`config.mk`:
```
export PLATFORM = sky130hd
export DESIGN_NAME = sjis_glyph_rom_address
export DESIGN_NICKNAME = d
export VERILOG_FILES = /design/src/rtl/sgra_pkg.sv /design/src/rtl/sgra_csr.sv /design/src/rtl/sgra_index_decode.sv /design/src/rtl/sjis_glyph_rom_address.sv
export SDC_FILE = /design/constraint.sdc
export NUM_CORES = 1
export LEC_CHECK = 0
export BUFFER_PORTS_ARGS = -buffer_cell sky130_fd_sc_hd__buf_2
export CAP_MARGIN = 40
export CORE_UTILIZATION = 45
export DETAILED_ROUTE_END_ITERATION = 8
export HOLD_SLACK_MARGIN = 0.06
export SLEW_MARGIN = 20
export SYNTH_ARGS = -nofsm -noshare
export SYNTH_HDL_FRONTEND = slang
export SYNTH_SLANG_ARGS = --single-unit
```
`constraint.sdc`:
```
create_clock -name clock -period 11.05 [get_ports clock]
set_clock_uncertainty 0.1 [all_clocks]
set_input_delay 1.105 -clock clock [delete_from_list [all_inputs] [get_ports clock]]
set_output_delay 1.105 -clock clock [all_outputs]
set_load 0.05 [all_outputs]
```
`src/rtl/sgra_pkg.sv`:
```
package sgra_pkg;

   // Glyph size in bytes
   localparam int unsigned GLYPH_BYTES = 30;

   // Bank codes
   localparam logic [1:0] BANK_SYMBOL = 2'd0;
   localparam logic [1:0] BANK_KANJI  = 2'd1;
   localparam logic [1:0] BANK_EXTRA  = 2'd2;

   // Register indexes
   localparam logic [1:0] REG_SYMBOL_BASE = 2'd0;
   localparam logic [1:0] REG_KANJI_BASE  = 2'd1;
   localparam logic [1:0] REG_EXTRA_BASE  = 2'd2;

   // Bank code ranges, end exclusive
   localparam logic [15:0] SYM_LO  = 16'h8140;
   localparam logic [15:0] SYM_END = 16'h84BF;
   localparam logic [15:0] EXT_LO  = 16'h8540;
   localparam logic [15:0] EXT_END = 16'h8797;
   localparam logic [15:0] KAN_LO  = 16'h889F;
   localparam logic [15:0] KAN_END = 16'h9873;

   localparam logic [7:0] EXT_RUN_LEAD = 8'h87;

   // Kanji row layout
   localparam logic [7:0]  KANJI_LEAD_FIRST = 8'h88;
   localparam logic [7:0]  TRAIL_LO         = 8'h40;
   localparam logic [7:0]  TRAIL_SPLIT      = 8'h7F;
   localparam logic [7:0]  TRAIL_HIGH       = 8'h9F;
   localparam logic [7:0]  TRAIL_END        = 8'hFD;
   localparam logic [11:0] KANJI_ROW        = 12'd94;

   typedef struct packed {
      logic [15:0] start;
      logic [15:0] stop;
      logic [11:0] offset;
   } run_type;

   localparam int unsigned SYM_RUN_COUNT = 19;
   localparam int unsigned EXT_RUN_COUNT = 3;

   localparam run_type SYM_RUNS [SYM_RUN_COUNT] = '{
      '{16'h8140, 16'h817F, 12'h000}, '{16'h8180, 16'h81AD, 12'h03F},
      '{16'h81B8, 16'h81C0, 12'h06C}, '{16'h81C8, 16'h81CF, 12'h074},
      '{16'h81DA, 16'h81E9, 12'h07B}, '{16'h81F0, 16'h81F8, 12'h08A},
      '{16'h81FC, 16'h81FD, 12'h092}, '{16'h824F, 16'h8259, 12'h093},
      '{16'h8260, 16'h827A, 12'h09D}, '{16'h8281, 16'h829B, 12'h0B7},
      '{16'h829F, 16'h82F2, 12'h0D1}, '{16'h8340, 16'h837F, 12'h124},
      '{16'h8380, 16'h8397, 12'h163}, '{16'h839F, 16'h83B7, 12'h17A},
      '{16'h83BF, 16'h83D7, 12'h192}, '{16'h8440, 16'h8461, 12'h1AA},
      '{16'h8470, 16'h847F, 12'h1CB}, '{16'h8480, 16'h8492, 12'h1DA},
      '{16'h849F, 16'h84BF, 12'h1EC}
   };

   localparam run_type EXT_RUNS [EXT_RUN_COUNT] = '{
      '{16'h8740, 16'h875B, 12'h0A0}, '{16'h875C, 16'h8763, 12'h0BB},
      '{16'h8764, 16'h8797, 12'h0C2}
   };

   typedef struct packed {
      logic        found;
      logic [1:0]  bank;
      logic [11:0] glyph_index;
   } decode_type;

   typedef struct packed {
      logic [31:0] symbol_base;
      logic [31:0] kanji_base;
      logic [31:0] extra_base;
   } bank_bases_type;

endpackage

```
`src/rtl/sgra_csr.sv`:
```
module sgra_csr (
   input  logic                         clock,
   input  logic                         reset,
   input  logic                         csr_write_enable,
   input  logic [1:0]                   csr_index,
   input  logic [31:0]                  csr_write_data,
   output sgra_pkg::bank_bases_type     bases
);

   sgra_pkg::bank_bases_type bases_ff, bases_in;

   always_comb begin
      bases_in = bases_ff;
      if (csr_write_enable) begin
         unique case (csr_index)
            sgra_pkg::REG_SYMBOL_BASE: bases_in.symbol_base = csr_write_data;
            sgra_pkg::REG_KANJI_BASE:  bases_in.kanji_base  = csr_write_data;
            sgra_pkg::REG_EXTRA_BASE:  bases_in.extra_base  = csr_write_data;
            default: ;  // drop writes beyond the register list
         endcase
      end
   end

   always_ff @(posedge clock) begin
      if (reset) begin
         bases_ff <= '0;
      end else begin
         bases_ff <= bases_in;
      end
   end

   assign bases = bases_ff;

endmodule

```
`src/rtl/sgra_index_decode.sv`:
```
module sgra_index_decode (
   input  logic [15:0]            char_code,
   output sgra_pkg::decode_type   decode
);

   logic [7:0]  lead;
   logic [7:0]  trail;
   logic [11:0] sym_index;
   logic [11:0] ext_index;
   logic [11:0] kan_index;
   logic        kan_half;
   logic [4:0]  lead_off;
   logic [5:0]  kan_row;
   logic [11:0] kan_col;

   assign lead  = char_code[15:8];
   assign trail = char_code[7:0];

   // Symbol runs are disjoint, so OR together the hit values
   always_comb begin
      sym_index = '0;
      for (int i = 0; i < sgra_pkg::SYM_RUN_COUNT; i++) begin
         if (char_code >= sgra_pkg::SYM_RUNS[i].start &&
             char_code <  sgra_pkg::SYM_RUNS[i].stop) begin
            sym_index = sym_index |
                        (12'(char_code - sgra_pkg::SYM_RUNS[i].start) +
                         sgra_pkg::SYM_RUNS[i].offset);
         end
      end
   end

   // Leads 0x85 and 0x86 are dense; lead 0x87 goes through its runs
   always_comb begin
      ext_index = '0;
      if (lead == sgra_pkg::EXT_RUN_LEAD) begin
         for (int i = 0; i < sgra_pkg::EXT_RUN_COUNT; i++) begin
            if (char_code >= sgra_pkg::EXT_RUNS[i].start &&
                char_code <  sgra_pkg::EXT_RUNS[i].stop) begin
               ext_index = ext_index |
                           (12'(char_code - sgra_pkg::EXT_RUNS[i].start) +
                            sgra_pkg::EXT_RUNS[i].offset);
            end
         end
      end else begin
         ext_index = 12'(char_code - sgra_pkg::EXT_LO);
      end
   end

   // Kanji: two half rows of 94 per lead byte. Trails 0x80-0x9E sit below the
   // upper half row start, so the column goes negative and wraps at 12 bits.
   assign kan_half = (trail >= sgra_pkg::TRAIL_SPLIT);
   assign lead_off = 5'(lead - sgra_pkg::KANJI_LEAD_FIRST);
   assign kan_row  = {lead_off, 1'b0} + 6'(kan_half) - 6'd1;
   assign kan_col  = {4'd0, trail} -
                     {4'd0, (kan_half ? sgra_pkg::TRAIL_HIGH : sgra_pkg::TRAIL_LO)};

   always_comb begin
      if (trail < sgra_pkg::TRAIL_LO || trail == sgra_pkg::TRAIL_SPLIT ||
          trail >= sgra_pkg::TRAIL_END) begin
         kan_index = '0;
      end else begin
         kan_index = kan_col + 12'(kan_row) * sgra_pkg::KANJI_ROW;
      end
   end

   always_comb begin
      decode = '0;
      priority if (char_code >= sgra_pkg::SYM_LO && char_code < sgra_pkg::SYM_END) begin
         decode.found       = 1'b1;
         decode.bank        = sgra_pkg::BANK_SYMBOL;
         decode.glyph_index = sym_index;
      end else if (char_code >= sgra_pkg::EXT_LO && char_code < sgra_pkg::EXT_END) begin
         decode.found       = 1'b1;
         decode.bank        = sgra_pkg::BANK_EXTRA;
         decode.glyph_index = ext_index;
      end else if (char_code >= sgra_pkg::KAN_LO && char_code < sgra_pkg::KAN_END) begin
         decode.found       = 1'b1;
         decode.bank        = sgra_pkg::BANK_KANJI;
         decode.glyph_index = kan_index;
      end else begin
         decode = '0;
      end
   end

endmodule

```
`src/rtl/sjis_glyph_rom_address.sv`:
```
// An accepted code passes through the input register, the index register and the result
// register, in that order, before its result appears on rsp_valid.
// Throughput: one transaction per cycle; the three stages advance independently,
// so req_stall only rises when every stage is full and rsp_stall holds the output.
// Reset: synchronous, active high; clears all stage valids and the three bank bases.
module sjis_glyph_rom_address (
   input  logic        clock,
   input  logic        reset,

   input  logic        req_valid,
   output logic        req_stall,
   input  logic [15:0] req_char_code,

   output logic        rsp_valid,
   input  logic        rsp_stall,
   output logic        rsp_found,
   output logic [1:0]  rsp_bank,
   output logic [11:0] rsp_glyph_index,
   output logic [31:0] rsp_glyph_address,

   input  logic        csr_write_enable,
   input  logic [1:0]  csr_index,
   input  logic [31:0] csr_write_data
);

   sgra_pkg::bank_bases_type bases;
   sgra_pkg::decode_type     decode;

   // Stage advance flags: a stage may load when empty or when it drains this cycle
   logic adv1, adv2, adv3;

   // Stage 1: registered character code
   logic        s1_valid_ff, s1_valid_in;
   logic [15:0] s1_code_ff;

   // Stage 2: decoded index and the base of its bank
   logic                 s2_valid_ff, s2_valid_in;
   sgra_pkg::decode_type s2_decode_ff;
   logic [31:0]          s2_base_ff, s2_base_in;

   // Stage 3: result register
   logic        rsp_valid_ff, rsp_valid_in;
   logic        rsp_found_ff;
   logic [1:0]  rsp_bank_ff;
   logic [11:0] rsp_index_ff;
   logic [31:0] rsp_address_ff, rsp_address_in;

   sgra_csr u_csr (
      .clock            (clock),
      .reset            (reset),
      .csr_write_enable (csr_write_enable),
      .csr_index        (csr_index),
      .csr_write_data   (csr_write_data),
      .bases            (bases)
   );

   sgra_index_decode u_decode (
      .char_code (s1_code_ff),
      .decode    (decode)
   );

   assign adv3 = !rsp_valid_ff || !rsp_stall;
   assign adv2 = !s2_valid_ff  || adv3;
   assign adv1 = !s1_valid_ff  || adv2;

   // Hold the requester off only when the whole pipe is full and blocked
   assign req_stall = !adv1;

   assign s1_valid_in  = adv1 ? req_valid   : s1_valid_ff;
   assign s2_valid_in  = adv2 ? s1_valid_ff : s2_valid_ff;
   assign rsp_valid_in = adv3 ? s2_valid_ff : rsp_valid_ff;

   // Pick the bank base alongside the index; change bases only while idle (not enforced here)
   always_comb begin
      unique case (decode.bank)
         sgra_pkg::BANK_SYMBOL: s2_base_in = bases.symbol_base;
         sgra_pkg::BANK_KANJI:  s2_base_in = bases.kanji_base;
         sgra_pkg::BANK_EXTRA:  s2_base_in = bases.extra_base;
         default:               s2_base_in = '0;
      endcase
   end

   // Base plus index times glyph size, wrapping at 32 bits; zero when not found
   assign rsp_address_in = s2_decode_ff.found
                         ? s2_base_ff + 32'(s2_decode_ff.glyph_index) * 32'(sgra_pkg::GLYPH_BYTES)
                         : '0;

   always_ff @(posedge clock) begin
      if (reset) begin
         s1_valid_ff  <= 1'b0;
         s2_valid_ff  <= 1'b0;
         rsp_valid_ff <= 1'b0;
      end else begin
         s1_valid_ff  <= s1_valid_in;
         s2_valid_ff  <= s2_valid_in;
         rsp_valid_ff <= rsp_valid_in;
      end
   end

   // Payload registers: load on advance, hold otherwise
   always_ff @(posedge clock) begin
      if (adv1) begin
         s1_code_ff <= req_char_code;
      end
      if (adv2) begin
         s2_decode_ff <= decode;
         s2_base_ff   <= s2_base_in;
      end
      if (adv3) begin
         rsp_found_ff   <= s2_decode_ff.found;
         rsp_bank_ff    <= s2_decode_ff.bank;
         rsp_index_ff   <= s2_decode_ff.glyph_index;
         rsp_address_ff <= rsp_address_in;
      end
   end

   assign rsp_valid         = rsp_valid_ff;
   assign rsp_found         = rsp_found_ff;
   assign rsp_bank          = rsp_bank_ff;
   assign rsp_glyph_index   = rsp_index_ff;
   assign rsp_glyph_address = rsp_address_ff;

   // A stall to the requester means every stage holds a transaction
   a_stall_full: assert property (@(posedge clock) disable iff (reset)
      req_stall |-> (s1_valid_ff && s2_valid_ff && rsp_valid_ff && rsp_stall))
      else $error("req_stall raised with room in the pipe");

   // An accepted transaction lands in stage 1
   a_accept_lands: assert property (@(posedge clock) disable iff (reset)
      (req_valid && !req_stall) |=> s1_valid_ff)
      else $error("accepted transaction lost at stage 1");

   // A stage 2 transaction moves to the output when the output drains
   a_s2_moves: assert property (@(posedge clock) disable iff (reset)
      (s2_valid_ff && adv3) |=> rsp_valid_ff)
      else $error("stage 2 transaction lost before output");

   // Not found gives all-zero fields
   a_not_found_zero: assert property (@(posedge clock) disable iff (reset)
      (rsp_valid && !rsp_found) |->
         (rsp_bank == 2'd0 && rsp_glyph_index == 12'd0 && rsp_glyph_address == 32'd0))
      else $error("not-found result carries non-zero fields");

   // A found result names one of the three banks
   a_bank_legal: assert property (@(posedge clock) disable iff (reset)
      (rsp_valid && rsp_found) |->
         (rsp_bank == sgra_pkg::BANK_SYMBOL || rsp_bank == sgra_pkg::BANK_KANJI ||
          rsp_bank == sgra_pkg::BANK_EXTRA))
      else $error("found result with illegal bank code");

endmodule

```
==> impl_metrics.py, run 1 <==
metrics = {
    "clocking": {
        "cts_setup_buffers": 0,
        "cts_made_buffers": 25,
        "clkTransAtPathRegs_ns": 0.06,
        "ctsResizeCount": 0,
        "hold_buffers": 0,
        "clock_sink_count": 209,
        "clk_latency_ns": 0.58,
        "cts_tree": "yes",
        "cts_buffer_depth": 3,
        "h-tree-depth": 1,
        "clockRootBuffer": "clkbuf_16",
    },
    "drt": {
        "drtPass1Iterations": 6,
        "vias": 16029,
        "drc": 0,
        "wire_per_inst_um": 25.9,
        "avgViaCountPerCell": 6.45,
        "drt_iter0_drc": 1999,
        "final_antenna_net_count": 0,
        "wirelength_mm": 64.4,
    },
    "cells_and_area": {
        "drive_gt1_frac": 0.118,
        "area_growth_pct": 11.4,
        "num-nets-final": 2194,
        "final_area_um2": 18200,
        "final_util": 0.511,
        "fin_cells": 2487,
    },
    "synth": {
        "synth_top_family_by_area": "compound AO/OA/AOI/OAI gates",
        "synthAdderAreaFrac": 0.119,
        "synth_ff_type": "edfxtp_1",
        "syn_area_um2": 16300,
        "synth-seq-area-share": 0.324,
        "synthesis.nets": 2140,
        "synth_compound_area_frac": 0.249,
        "ys_ff_latch": 209,
        "avgSynthCellArea_um2": 8.35,
        "synth_warnings": 0,
        "synth-simple-area-share": 0.215,
        "synth_cell_type_count": 111,
        "synth-xor-area-share": 0.0379,
        "netlist_instances": 1951,
        "async_flop_share": 0,
        "synth_edf_count": 110,
        "synth_mux_area_frac": 0.00315,
    },
    "placement": {
        "placed_cell_area_um2": 17300,
        "dp_cells": 2438,
        "hpwlAfterDp_mm": 46.7,
        "io_buffers": 103,
        "place_congestion": 1.03,
    },
    "power": {
        "p_leak_uw": 0.00741,
        "p_int_uw": 1860,
        "sw_frac_of_total": 0.378,
        "vdd_ir_drop_max_mv": 0.283,
        "seq_power_share": 0.306,
        "p_comb_frac": 0.412,
        "p_switching_uw": 1130,
        "pwr-share-clk": 0.282,
        "power-per-cell-area_nw_per_um2": 165,
    },
    "timing": {
        "drv_slew": 0,
        "relSlewSlack": 0.359,
        "min_period_over_period": 0.724,
        "whs_ns": 0.336,
        "min_period_ns": 8.00,
        "tightest_slew_ns": 0.961,
        "hold_viol_final": 0,
        "fmax_mhz": 125,
        "rsz0062_at_grt": "no",
        "tns_ns": 0,
        "finalSetupViolCount": 0,
    },
    "critical_path": {
        "worst-setup-path-type": "reg2reg",
        "crit_path_max_fanout": 38,
        "cp-end-kind": "flop",
        "worst_r2r_path_depth": 26,
        "worstPathRequired_ns": 11.22,
        "worstSetupStartpointType": "flop",
        "critical_path.startpoint": "s1_code_ff[3]$_DFFE_PN_",
        "worstReg2RegStart": "s1_code_ff[3]$_DFFE_PN_",
        "critical_path_arrival_ns": 8.17,
        "reg2reg_setup_slack_ns": 3.05,
        "r2r-end": "s2_decode_ff[11]$_DFFE_PP_",
    },
    "worst_hold_path": {
        "min_path_cells": 0,
        "hold_end": "rsp_bank[0]$_DFFE_PP_",
        "hp-start": "s2_decode_ff[12]$_DFFE_PP_",
        "hold_class": "reg2reg",
    },
    "grt": {
        "grt_pass1_wl_mm": 94.7,
        "grt_pass1_vias": 14770,
        "antenna_found_initial": 7,
        "grt_usage": 0.346,
        "grt_max_degree": 70,
        "grt_remaining_overflow": 0,
    },
    "floorplan": {
        "dieArea_um2": 37000,
        "start_util": 0.458,
        "core-area_um2": 35600,
        "die_y_um": 192,
        "dieWidth_um": 192,
        "fp-row-count": 69,
        "pin_count": 104,
    },
    "run": {
        "cap_violations": 0,
    },
    "status": {
        "status": "finished clean",
    },
}
==> layout make-up <==
type,instances,area (um2)
fillers,3468,17400
multi-input cells,1537,10200
flip-flops and latches,209,5290
repair buffers,152,950
clock buffers,35,714
well taps,461,577
inverters,80,300
clock inverters,11,129
diodes,2,5.00
==> sequential cells by signal, indices dropped and copies added, names as in the netlist <==
register,flops
s1_code_ff,16
rsp_bank,2
s2_valid_ff,1
rsp_glyph_address,32
s1_valid_ff,1
rsp_found,1
rsp_glyph_index,12
u_csr.bases,96
s2_base_ff,32
rsp_valid,1
s2_decode_ff,15
==> layer usage <==
| metal | wire length, um | track usage | vias up |
|---|---|---|---|
| li1 | - | - | 7261 |
| met1 | 27800 | 0.487 | 7715 |
| met2 | 27000 | 0.497 | 868 |
| met3 | 7160 | 0.0995 | 179 |
| met4 | 2430 | 0.124 | 6 |
| met5 | 60 | 0.00824 | - |
==> placed cells by master, fill, tap and decap left out, types with 15 or more instances in the layout <==
master and instances:
a22oi_1 42, ha_1 100, o211ai_1 17, a211oi_1 16
nand2b_1 25, nor2b_1 17, o21ai_0 85, and2_1 37
a21o_1 27, nor3_1 44, nand2_1 359, buf_2 105
nand3_1 38, a31oi_1 30, o221ai_1 17, buf_4 39
o22ai_1 17, xor2_1 20, edfxtp_1 110, inv_1 76
dfxtp_1 99, o2111ai_1 15, nor2_1 94, a21oi_1 184
clkbuf_16 26, fa_1 34, xnor2_1 48
==> cells in the mapped netlist (20+ instances only) <==
cell type    n  area (um2)
nor2_1      96         360
o21ai_0     85         425
edfxtp_1   110        3300
and2_1      37         231
a22oi_1     42         315
xnor2_1     48         420
xor2_1      20         175
dfxtp_1     99        1980
nand2b_1    25         156
fa_1        34         681
a31oi_1     30         188
a21oi_1    184         921
nand2_1    360        1350
nand3_1     38         190
ha_1       100        1250
inv_1       77         289
nor3_1      44         220
a21o_1      27         203
clkbuf_1    94         353
==> critical path: stages, from the launching register on <==
cell and delay (ns):
edfxtp_1 0.33, buf_4 0.41, ha_1 0.79, nand2_1 0.32
o21ai_2 0.56, inv_1 0.45, ha_1 0.35, nand2_1 0.08
xnor2_1 0.27, inv_1 0.14, fa_1 0.56, inv_1 0.04
ha_1 0.28, inv_1 0.06, fa_1 0.53, inv_1 0.04
ha_1 0.32, nor2b_1 0.14, o21ai_0 0.17, nand2b_1 0.12
xor2_1 0.16, ha_1 0.22, a2111oi_0 0.42, nor3_1 0.15
a31oi_1 0.23, xor2_1 0.10, a221o_1 0.33
==> metrics by stage <==
stage          setup slack, ns  power [uW]
5_1_grt                   2.49        3170
6_report                  3.05        3000
3_3_place_gp              3.48        2130
4_1_cts                   3.08        3010
2_1_floorplan             4.11        1850
3_5_place_dp              3.12        2160
==> cells by family (layout without fill, tap and decap cells) <==
family / after synthesis / after routing
muxes: 5 / 5
xor gates and xnor gates: 69 / 69
DFF: 209 / 209
and+or+nand+nor: 733 / 733
buffers and inverters: 205 / 278
other: 0 / 2
adders and majority gates: 134 / 134
AOI/OAI and AO/OA: 596 / 596
==> how the worst max path moves through the flow <==
| stage | to | slack [ns] | depth (start not counted) |
|---|---|---|---|
| 6_report | s2_decode_ff[11]$_DFFE_PP_ | 3.05 | 26 |
| 3_3_place_gp | s2_decode_ff[11]$_DFFE_PP_ | 3.48 | 26 |
| 2_1_floorplan | s2_decode_ff[11]$_DFFE_PP_ | 4.11 | 30 |
| 4_1_cts | s2_decode_ff[11]$_DFFE_PP_ | 3.08 | 26 |
| 3_5_place_dp | s2_decode_ff[11]$_DFFE_PP_ | 3.12 | 27 |
| 5_1_grt | s2_decode_ff[11]$_DFFE_PP_ | 2.49 | 27 |
==> power by group through the flow <==
stage	Sequential, uW	Clock [uW]	Combinational, uW
CTS	919	862	1230
global placement	936	0	1190
floorplan	1010	0	841
detailed placement	935	0	1220
finish	918	844	1230
global route	926	890	1360
Power figures use the tool's default switching activity.
==> run 2, diff against run 1 <==
Settings changed: ABC_AREA from default to 1.
Clock period 11.05 ns to 8.3 ns, I/O delays scaled along.
==> impl_metrics.py, run 2 <==
metrics = {
    "status": {
        "status": "finished clean",
    },
    "cells_and_area": {
        "largest_reg_flops": 96,
        "multi_input_area_um2": 11000,
        "num-nets-final": 2798,
        "layout_commonest_cell": "nand2_1",
        "fill_cells": 4017,
        "final_area_um2": 19300,
        "drive_gt1_frac": 0.109,
        "area_growth_pct": 9.75,
        "final_cell_mix": "nand2_1 (853), a21oi_1 (228), nand3_1 (219)",
        "seq_area_um2": 5290,
    },
    "drt": {
        "drc": 0,
        "drt_iter0_drc": 2248,
        "vias": 18230,
        "wirelength_mm": 72.5,
        "final_antenna_net_count": 0,
        "drtPass1Iterations": 6,
        "avgViaCountPerCell": 5.79,
        "wire_per_inst_um": 23.0,
    },
    "synth": {
        "synth_ff_type": "edfxtp_1",
        "syn_area_um2": 17600,
        "yosysTopAreaCell": "edfxtp_1",
        "netlist_instances": 2539,
        "avgSynthCellArea_um2": 6.93,
        "yosysMostFrequentCell": "nand2_1",
        "synthesis.nets": 2728,
        "async_flop_share": 0,
        "netlist_top_cells_area": "edfxtp_1 (19%), nand2_1 (18%), dfxtp_1 (11%)",
        "synth_cell_type_count": 61,
        "synth_edf_count": 110,
        "synthTopCellsByCount": "nand2_1 (854), a21oi_1 (228), nand3_1 (219), inv_1 (203), nor2_1 (165)",
        "synth_top_area_share": 0.188,
        "synth_warnings": 0,
        "synth-seq-area-share": 0.300,
        "ys_ff_latch": 209,
    },
    "timing": {
        "tightest_slew_ns": 0.844,
        "min_period_ns": 6.89,
        "relSlewSlack": 0.435,
        "fmax_mhz": 145,
        "rsz0062_at_grt": "no",
        "hold_viol_final": 0,
        "tns_ns": 0,
        "min_period_over_period": 0.830,
        "finalSetupViolCount": 0,
        "drv_slew": 0,
    },
    "worst_hold_path": {
        "hp-start": "s2_decode_ff[12]$_DFFE_PP_",
        "hold_class": "reg2reg",
        "hold_end": "rsp_bank[0]$_DFFE_PP_",
        "min_path_cells": 0,
    },
    "clocking": {
        "clockRootBuffer": "clkbuf_16",
        "clock_sink_count": 209,
        "hold_buffers": 0,
        "h-tree-depth": 1,
        "clkTransAtPathRegs_ns": 0.07,
        "clk_latency_ns": 0.54,
        "cts_made_buffers": 23,
        "cts_buffer_depth": 3,
        "cts_tree": "yes",
        "cts_setup_buffers": 0,
        "ctsResizeCount": 0,
    },
    "power": {
        "power_uw": 4300,
        "power-per-cell-area_nw_per_um2": 223,
        "p_leak_uw": 0.00899,
        "vdd_ir_drop_max_mv": 0.211,
    },
    "grt": {
        "grt_pass1_vias": 16372,
        "grt_max_degree": 52,
        "grt_pass1_wl_mm": 106,
        "grt_remaining_overflow": 0,
        "antenna_found_initial": 4,
        "grt_usage": 0.364,
    },
    "critical_path": {
        "worst-setup-path-type": "reg2reg",
        "worstSetupStartpointType": "flop",
        "critPathMaxStageDelay_ns": 0.54,
        "worstPathRequired_ns": 8.47,
        "worst_path_most_repeated_cell": "nand3_1",
        "worstReg2RegStart": "s1_code_ff[2]$_DFFE_PN_",
        "worst_r2r_path_depth": 27,
        "critical_path_arrival_ns": 7.06,
        "r2r-end": "s2_decode_ff[11]$_DFFE_PP_",
        "cp-end-kind": "flop",
        "cpMaxStageDelayCell": "nor2_2",
        "crit_path_max_fanout": 13,
        "reg2reg_setup_slack_ns": 1.41,
    },
    "floorplan": {
        "start_util": 0.455,
        "dieArea_um2": 39900,
        "fp-row-count": 72,
        "pin_count": 104,
        "core-area_um2": 38600,
        "dieWidth_um": 200,
        "die_y_um": 200,
    },
    "run": {
        "cap_violations": 0,
    },
    "placement": {
        "hpwlAfterDp_mm": 55.0,
        "io_buffers": 103,
        "place_congestion": 1.06,
        "placed_cell_area_um2": 18600,
    },
}
==> run 2: changes by cell type in the layout (fill, tap and decap cells not counted), sizes merged, moves of 28 or more <==
cell   delta
nor2     +92
a22oi    -40
xor2     +68
and2     -36
nand3   +194
a21oi    +45
nand2   +516
xnor2    -28
inv     +155
==> run 2: kinds of logic (layout without fill, tap and decap cells) <==
family	Yosys count	count (layout)	synth area share
simple gates	1381	1381	0.342
other cells	0	4	0
buf+inv	326	412	0.0778
xor+xnor	108	108	0.0537
flops	209	209	0.300
compound gates	381	381	0.117
fa+ha+maj	134	134	0.110
==> run 2: cell type report <==
cell class	instances	share of cell area
clock inverter	14	0.00466
clock buffer	27	0.0327
antenna	4	0.000518
multi-input combinational	2004	0.567
tap	518	0.0336
timing repair buffer	135	0.0415
inverter	236	0.0461
sequential	209	0.274
==> run 2: how the worst max path moves through the flow <==
| stage | from | slack (ns) | depth (start not counted) | endpoint |
|---|---|---|---|---|
| 5_1_grt | s1_code_ff[2]$_DFFE_PN_ | 1.04 | 27 | s2_decode_ff[11]$_DFFE_PP_ |
| 4_1_cts | s1_code_ff[2]$_DFFE_PN_ | 1.51 | 27 | s2_decode_ff[11]$_DFFE_PP_ |
| 6_report | s1_code_ff[2]$_DFFE_PN_ | 1.41 | 27 | s2_decode_ff[11]$_DFFE_PP_ |
| 3_5_place_dp | s1_code_ff[2]$_DFFE_PN_ | 1.56 | 27 | s2_decode_ff[11]$_DFFE_PP_ |
| 3_3_place_gp | s1_code_ff[2]$_DFFE_PN_ | 1.80 | 27 | s2_decode_ff[11]$_DFFE_PP_ |
| 2_1_floorplan | s1_code_ff[7]$_DFFE_PN_ | 1.95 | 31 | s2_decode_ff[11]$_DFFE_PP_ |
==> run 2: critical path, delay by kind of cell (launching register included) <==
| family | cells | cell delay, ns |
|---|---|---|
| XOR/XNOR | 1 | 0.15 |
| AO/OA/AOI/OAI | 3 | 0.68 |
| AND/OR/NAND/NOR | 12 | 1.96 |
| flip-flops | 1 | 0.36 |
| buffers and inverters | 4 | 0.52 |
| adder cells (fa/ha/maj) | 7 | 2.81 |
==> run 2: layer usage <==
layer  part of all wire  global-route usage  wire length [um]  vias up
met5            0.00018                   0                13        -
met4              0.026              0.0975              1890        2
met3               0.12              0.0837              8930      123
met2               0.39               0.486             28300     1066
met1               0.46               0.572             33400     8577
li1                   -                   -                 -     8462
==> run 2: power by group <==
part | switching, uW | leakage [uW] | internal [uW]
Clock | 428 | 0.000366 | 550
Sequential | 65.9 | 0.00209 | 1200
Combinational | 1380 | 0.00653 | 680
==> run 2: per-stage QoR <==
stage / cells / setup WS (ns) / util / hold WS, ns
after global placement: 3094 / 1.80 / 0.478 / 0.304
after floorplan: 2539 / 1.95 / - / 0.300
after CTS: 3142 / 1.51 / 0.499 / 0.322
final: 3147 / 1.41 / 0.500 / 0.324
after detailed placement: 3101 / 1.56 / 0.481 / 0.306
after global routing: 3143 / 1.04 / 0.500 / 0.333
==> run 3, diff against run 2 <==
Clock period 8.3 ns to 6.2 ns, I/O delays scaled along.
==> impl_metrics.py, run 3 (synthesis results as in run 2) <==
metrics = {
    "status": {
        "status": "finished, violations left",
        "violations": "DRC",
    },
    "critical_path": {
        "cp-end-kind": "flop",
        "critical_path_arrival_ns": 5.83,
        "cpMaxStageDelayCell": "fa_1",
        "worst_path_most_repeated_cell": "nand2_1",
        "worst-setup-path-type": "reg2reg",
        "crit_path_max_fanout": 6,
        "worstPathRequired_ns": 6.39,
        "worstSetupStartpointType": "flop",
        "critPathMaxStageDelay_ns": 0.53,
    },
    "drt": {
        "drc": 1,
        "vias": 18055,
        "wire_per_inst_um": 22.0,
        "drt_iter0_drc": 2245,
        "drtPass1Iterations": 8,
        "avgViaCountPerCell": 5.73,
        "wirelength_mm": 69.3,
        "final_antenna_net_count": 0,
    },
    "floorplan": {
        "dieWidth_um": 200,
        "fp-row-count": 72,
        "dieArea_um2": 39900,
        "core-area_um2": 38600,
        "pin_count": 104,
        "die_y_um": 200,
        "start_util": 0.455,
    },
    "timing": {
        "fmax_mhz": 177,
        "whs_ns": 0.156,
        "hold_viol_final": 0,
        "finalSetupViolCount": 0,
        "min_period_over_period": 0.910,
        "min_period_ns": 5.64,
        "tightest_slew_ns": 0.862,
        "rsz0062_at_grt": "no",
        "tns_ns": 0,
        "relSlewSlack": 0.423,
        "drv_slew": 0,
    },
    "grt": {
        "grt_remaining_overflow": 0,
        "grt_usage": 0.348,
        "grt_max_degree": 79,
        "antenna_found_initial": 3,
        "grt_pass1_vias": 16299,
        "grt_pass1_wl_mm": 103,
    },
    "clocking": {
        "clock_sink_count": 209,
        "cts_setup_buffers": 0,
        "clockRootBuffer": "clkbuf_16",
        "clk_latency_ns": 0.54,
        "cts_buffer_depth": 3,
        "clkTransAtPathRegs_ns": 0.06,
        "hold_buffers": 0,
        "h-tree-depth": 1,
        "ctsResizeCount": 0,
        "cts_tree": "yes",
        "cts_made_buffers": 24,
    },
    "power": {
        "p_leak_uw": 0.00901,
        "power_uw": 5730,
        "vdd_ir_drop_max_mv": 0.250,
        "power-per-cell-area_nw_per_um2": 296,
    },
    "cells_and_area": {
        "largest_reg_flops": 96,
        "num-nets-final": 2804,
        "fin_cells": 3152,
        "drive_gt1_frac": 0.111,
        "layout_commonest_cell": "nand2_1",
        "area_growth_pct": 9.93,
        "final_cell_mix": "nand2_1 (853), a21oi_1 (228), nand3_1 (219)",
    },
    "placement": {
        "dp_cells": 3107,
        "place_congestion": 1.07,
        "io_buffers": 103,
        "hpwlAfterDp_mm": 52.4,
    },
    "worst_hold_path": {
        "hold_class": "in2reg",
    },
    "run": {
        "cap_violations": 0,
    },
}
run 3: cell types whose count changed in the layout (fill, tap and decap cells not counted), moves of 2 or more:
cell and change:
buf_4 +8, clkinv_1 +3, diode_2 -3, clkbuf_1 +2
nor3_2 +2, o21ai_0 -2, o21ai_1 +2
run 3: per-layer routing:
layer / vias to the layer above / wire, um / global-route usage
met5: - / 11 / 0
met4: 2 / 2420 / 0.107
met3: 162 / 7370 / 0.0739
met2: 996 / 27200 / 0.480
met1: 8422 / 32200 / 0.532
li1: 8473 / - / -
run 3: where the power goes:
group / leakage (uW) / switching, uW / internal, uW
clock: 0.000365 / 565 / 730
combinational: 0.00655 / 1830 / 914
sequential: 0.00209 / 91.3 / 1600
run 3: area by class of cell:
| class | instances | area, um2 |
|---|---|---|
| Antenna cell | 1 | 2.50 |
| Tap cell | 518 | 648 |
| Sequential cell | 209 | 5290 |
| Clock inverter | 16 | 104 |
| Fill cell | 3982 | 19300 |
| Multi-Input combinational cell | 2004 | 11000 |
| Inverter | 236 | 890 |
| Timing Repair Buffer | 140 | 826 |
| Clock buffer | 28 | 626 |
run 3: worst paths after layout:
kind,startpoint,endpoint,slack [ns],depth (start not counted)
worst max register to register,s1_code_ff[9]$_DFFE_PN_,s2_decode_ff[10]$_DFFE_PP_,0.56,31
worst min register to register,s2_decode_ff[13]$_DFFE_PP_,rsp_bank[1]$_DFFE_PP_,0.32,0
worst max-delay path,s1_code_ff[9]$_DFFE_PN_,s2_decode_ff[10]$_DFFE_PP_,0.56,31
worst min-delay path,req_char_code[12],s1_code_ff[12]$_DFFE_PN_,0.16,1
run 3: critical path: cells and delay by family (launching register included):
kind | cells | cell delay, ns
AO/OA/AOI/OAI | 4 | 0.49
XOR/XNOR | 1 | 0.15
adder cells (fa/ha/maj) | 6 | 2.40
buffers and inverters | 7 | 0.51
flip-flops | 1 | 0.45
AND/OR/NAND/NOR | 13 | 1.30
run 3: stage by stage:
step / util / area (um2) / setup slack [ns]
global route: 0.501 / 19300 / 0.0710
floorplan: - / 17600 / 0.0219
global placement: 0.480 / 18600 / 0.513
finish: 0.501 / 19300 / 0.559
CTS: 0.500 / 19300 / 0.348
detailed placement: 0.481 / 18600 / 0.362
